**config.mk**
```make
export PLATFORM = sky130hd
export DESIGN_NAME = bpa_run_det
export DESIGN_NICKNAME = d
export VERILOG_FILES = /design/src/rtl/bitmap_page_allocator_defines.svh /design/src/rtl/bpa_pkg.sv /design/src/rtl/bpa_run_det.sv
export SDC_FILE = /design/constraint.sdc
export NUM_CORES = 1
export LEC_CHECK = 0
export BUFFER_PORTS_ARGS = -buffer_cell sky130_fd_sc_hd__buf_2
export CAP_MARGIN = 30
export CORE_UTILIZATION = 35
export CTS_BUF_LIST = sky130_fd_sc_hd__clkbuf_8
export CTS_CLUSTER_SIZE = 20
export DETAILED_ROUTE_END_ITERATION = 10
export GPL_TIMING_DRIVEN = 0
export PLACE_DENSITY_LB_ADDON = 0.05
export RECOVER_POWER = 50
export SLEW_MARGIN = 20
export SYNTH_ARGS = -nofsm -noshare
export SYNTH_HDL_FRONTEND = slang
export SYNTH_SLANG_ARGS = --single-unit
```
**constraint.sdc**
```tcl
create_clock -name clk -period 1.9 [get_ports clk]
set_input_delay 0 -clock clk [delete_from_list [all_inputs] [get_ports clk]]
set_output_delay 0 -clock clk [all_outputs]
set_load 0.02 [all_outputs]
```
**src/rtl/bitmap_page_allocator_defines.svh**
```systemverilog
// Assertion shorthands for the page allocator.
// Each expects clk and rst_n in scope.
`ifndef BITMAP_PAGE_ALLOCATOR_DEFINES_SVH
`define BITMAP_PAGE_ALLOCATOR_DEFINES_SVH

// same-cycle implication
`define BPA_ASSERT_IMPL(lbl, ante, cons, msg) \
    lbl: assert property (@(posedge clk) disable iff (!rst_n) (ante) |-> (cons)) \
        else $error(msg);

// next-cycle implication
`define BPA_ASSERT_NEXT(lbl, ante, cons, msg) \
    lbl: assert property (@(posedge clk) disable iff (!rst_n) (ante) |=> (cons)) \
        else $error(msg);

`endif

```
**src/rtl/bpa_pkg.sv**
```systemverilog
`default_nettype none

package bpa_pkg;

    localparam int ADDR_W      = 48;
    localparam int PAGES_W     = 13;
    localparam int STATUS_W    = 2;
    localparam int CFG_IDX_W   = 2;
    localparam int IN_TDATA_W  = ((ADDR_W + PAGES_W + 7) / 8) * 8;
    localparam int OUT_TDATA_W = ((ADDR_W + STATUS_W + 7) / 8) * 8;

    typedef enum logic [STATUS_W-1:0] {
        ST_OK         = 2'd0,
        ST_ALLOC_FAIL = 2'd1,
        ST_OUTSIDE    = 2'd2
    } status_t;

    typedef enum logic {
        CMD_ALLOC = 1'b0,
        CMD_FREE  = 1'b1
    } cmd_t;

    typedef enum logic [CFG_IDX_W-1:0] {
        REG_REGION_BASE  = 2'd0,
        REG_REGION_PAGES = 2'd1
    } cfg_reg_t;

    // control from the sequencer to the run detector
    typedef struct packed {
        logic clear;   // restart run count
        logic step;    // a bitmap bit is presented
        logic used;    // that bit
    } scan_ctl_t;

endpackage

`default_nettype wire

```
**src/rtl/bpa_run_det.sv**
```systemverilog
`default_nettype none

// free-run detector: counts consecutive free pages, one bit a cycle
module bpa_run_det #(
    parameter int PAGE_W  = 12,
    parameter int COUNT_W = 13
) (
    input  wire logic               clk,
    input  wire logic               rst_n,
    input  wire bpa_pkg::scan_ctl_t ctl,
    input  wire logic [PAGE_W-1:0]  page,
    input  wire logic [COUNT_W-1:0] need,
    output logic                    hit,
    output logic      [PAGE_W-1:0]  run_start
);

    logic [COUNT_W-1:0] run_reg;
    logic [COUNT_W-1:0] run_next;
    logic [PAGE_W-1:0]  first_reg;
    logic [PAGE_W-1:0]  first_next;
    logic [COUNT_W-1:0] run_inc;

    assign run_inc   = run_reg + COUNT_W'(1);
    assign run_start = (run_reg == '0) ? page : first_reg;
    assign hit       = ctl.step && !ctl.used && (run_inc == need);

    always_comb
    begin
        run_next   = run_reg;
        first_next = first_reg;
        if (ctl.clear)
        begin
            run_next = '0;
        end
        else if (ctl.step)
        begin
            if (ctl.used)
            begin
                run_next = '0;
            end
            else
            begin
                run_next   = run_inc;
                first_next = run_start;
            end
        end
    end

    always_ff @(posedge clk or negedge rst_n)
    begin
        if (!rst_n)
        begin
            run_reg <= '0;
        end
        else
        begin
            run_reg <= run_next;
        end
    end

    always_ff @(posedge clk)
    begin
        first_reg <= first_next;
    end

endmodule

`default_nettype wire

```
==> metrics <==
flops & latches, synth 25; failing checks setup timing; Multi-input gate area 917 um2; Worst EP required between 1500 and 2000 ps; Routed WL between 4 and 5 mm; slowest stage delay, CP roughly 450 ps; Vias/cell between 5 and 6; critical path peak fanout 9; Post-synth EDFFs 12; clk sinks 25; post-route cell area approximately 2100 um2; Die Area 4890 um2; post-detailed-route count of antenna-violating nets 0; TritonRoute pass-1 iters 4; Synth top area share roughly 22%; CP Capture Type primary output; Critical Path AT between 2000 and 2500 ps; Num CTS Buffers 3; status finished with violations; Max-slew headroom around 51%; post-DP HPWL 2.93 mm; Max Freq between 400 and 500 MHz; first-pass GRT wire length 6.62 mm; Layout Nets 243; fill count ~440; DRC 0; antenna violations before repair 0; total gr overflow 0; CP top delay family simple AND/OR/NAND/NOR gates; std cell rows 24; crit path launch type flip-flop; I/O Buffers 42; crit path kind reg -> out; post-synthesis sequential area ratio a little over two fifths; total number of yosys warnings 0; Core Region between 4000 and 5000 um2; Synth Cell Area between 1500 and 2000 um2; vias in the first global route 1402; Final Critical Period 2330 ps; synthesis-to-layout area growth 29.3%; Final WS setup -431 ps; routability congestion estimate ~0.9; Synth Net Count 191; Tcrit/Tclk final 123%; fin. max-slew vios 0; Register Area between 600 and 700 um2; Area after DPL between 1500 and 2000 um2; total track usage between 10% and 20%; WL per Instance 15.3 um; Largest register FFs 13; initial core utilization 36.9%; power per cell area 545 nW/um2; Mapped Cells approximately 160; CP dominant cell by count buf_6; Die Y-Extent about 70 um; Primary FF master, synth dfrtp_1; Final setup viols 13; pin count of the biggest net entering global routing 22; Pleak 0.884 nW; Worst-Skew Late Latency roughly 270 ps; DR iter-0 viols 57; CTS tree done; final hold slack between 30 and 40 ps; actual slew at the worst max-slew pin 730 ps; clk buf depth 2; I/O pin cnt 43; Clock transition at path regs roughly 90 ps; maximum VDD drop 0.000239 V; synth top area cells edfxtp_1, dfrtp_1, mux2_1; slowest cell on the critical path or4_4; pre-CTS setup slack -297 ps; clk_skew around 1.8 ps; via count about 1400; layout cells sized above 1 approximately two fifths; Buffers & Inverters on Critical Path 2; H-tree Lvls 1; Root Buffer clkbuf_8; max cap viols 0; area leader, netlist edfxtp_1; DIE WIDTH about 70 um; final number of hold-violating endpoints 0; ANT cells 0; Cell Chain, Critical Path ha_2, buf_6, nand4_1, or4_4, xnor2_1, a211o_1, a211oi_4, buf_6; FFs w/ async S/R, synth 52.0%; Mean Syn Cell Area 10.2 um2; RSZ-0062 raised after global routing yes; Hold Crit Class in -> reg; Synth cell types 43; overall power approximately 1.1 mW
-- Yosys cell counts, types with 3 or more instances --
library cell,n
dfrtp_1,13
o21ai_0,16
o31ai_1,7
nor4_1,3
buf_4,4
xnor2_1,10
nand3_1,5
a31oi_1,3
edfxtp_1,12
nor3_1,4
xor2_1,9
nor2_1,7
buf_2,3
clkbuf_1,3
mux2_1,10
nand2_1,11
inv_1,3
a21oi_1,4
-- cell type report --
cell class,count,share of cell area [%]
Tap cell,52,3.11
Clock buffer,3,1.98
Sequential cell,25,32.9
Multi-Input combinational cell,120,43.9
Timing Repair Buffer,47,14.0
Inverter,4,0.719
Clock inverter,1,0.240
Buffer,10,3.17
-- stage by stage --
stage                     cells  TNS [ps]  util (%)
after CTS                   261     -5620      45.6
final                       262     -2280      47.7
after detailed placement    253     -1690      43.5
after global routing        262     -3720      47.7
after global placement      253     -1570      43.5
after floorplan             159     -53.4         -
-- power by group --
part	switching [mW]	internal, mW
logic	0.117	0.115
clock network	0.174	0.147
registers	0.00278	0.582
total	0.294	0.845
-- cells in the final DEF, fill, tap and decap left out, types with 2 or more instances in the layout --
master and count:
mux2_4 4, o31ai_1 7, edfxtp_1 12, a21o_1 2
nor4_1 3, inv_1 3, nand2_1 11, nand3_2 2
o21ai_0 16, dfrtp_2 2, nor3_1 3, clkbuf_1 5
o2111ai_1 2, clkbuf_8 3, buf_2 29, and4_1 2
xnor2_1 10, nor2_1 7, a31oi_1 3, and3_1 2
dfrtp_1 11, buf_4 17, nand3_1 3, nand4_1 2
xor2_1 9, ha_2 2, a21oi_1 4, buf_6 5
mux2_2 8
-- logic make-up after synthesis --
logic type                 Yosys count  synth area share, %
AOI/OAI and AO/OA                   38                 15.0
and+or+nand+nor                     49                 18.0
DFF                                 25                 42.4
buffers and inverters               14                 4.41
muxes                               12                 8.36
adders and majority gates            2                 1.55
xor gates and xnor gates            19                 10.3
-- worst paths after layout --
kind | from | depth (start not counted) | end | slack (ps)
max in group asynchronous | rst_n | 2 | run_reg[0] | 1110
min reg2reg | run_reg[12] | 1 | run_reg[12] | 540
min in group asynchronous | rst_n | 2 | run_reg[11] | 290
max | run_reg[1] | 8 | hit | -430
min | page[6] | 2 | first_reg[6] | 40
max reg2reg | run_reg[0] | 7 | first_reg[9] | 10
-- per-layer routing --
layer	track usage, %	part of all wire [%]	wire, um	up-vias
li1	-	-	-	692
met1	22.5	46	1850	678
met2	27.7	47	1870	53
met3	2.31	4.9	196	7
met4	7.56	2.3	92	0
met5	0	0	0	-
-- what timing repair did --
action                                 CTS  global route
pin swaps                                1             0
gates resized for setup                  4            34
setup buffers                            3             0
cloned                                   0             1
hold buffers                             1             0
setup endpoints to repair               23            25
endpoints found under the hold margin   13             0
Power figures use the tool's default switching activity.
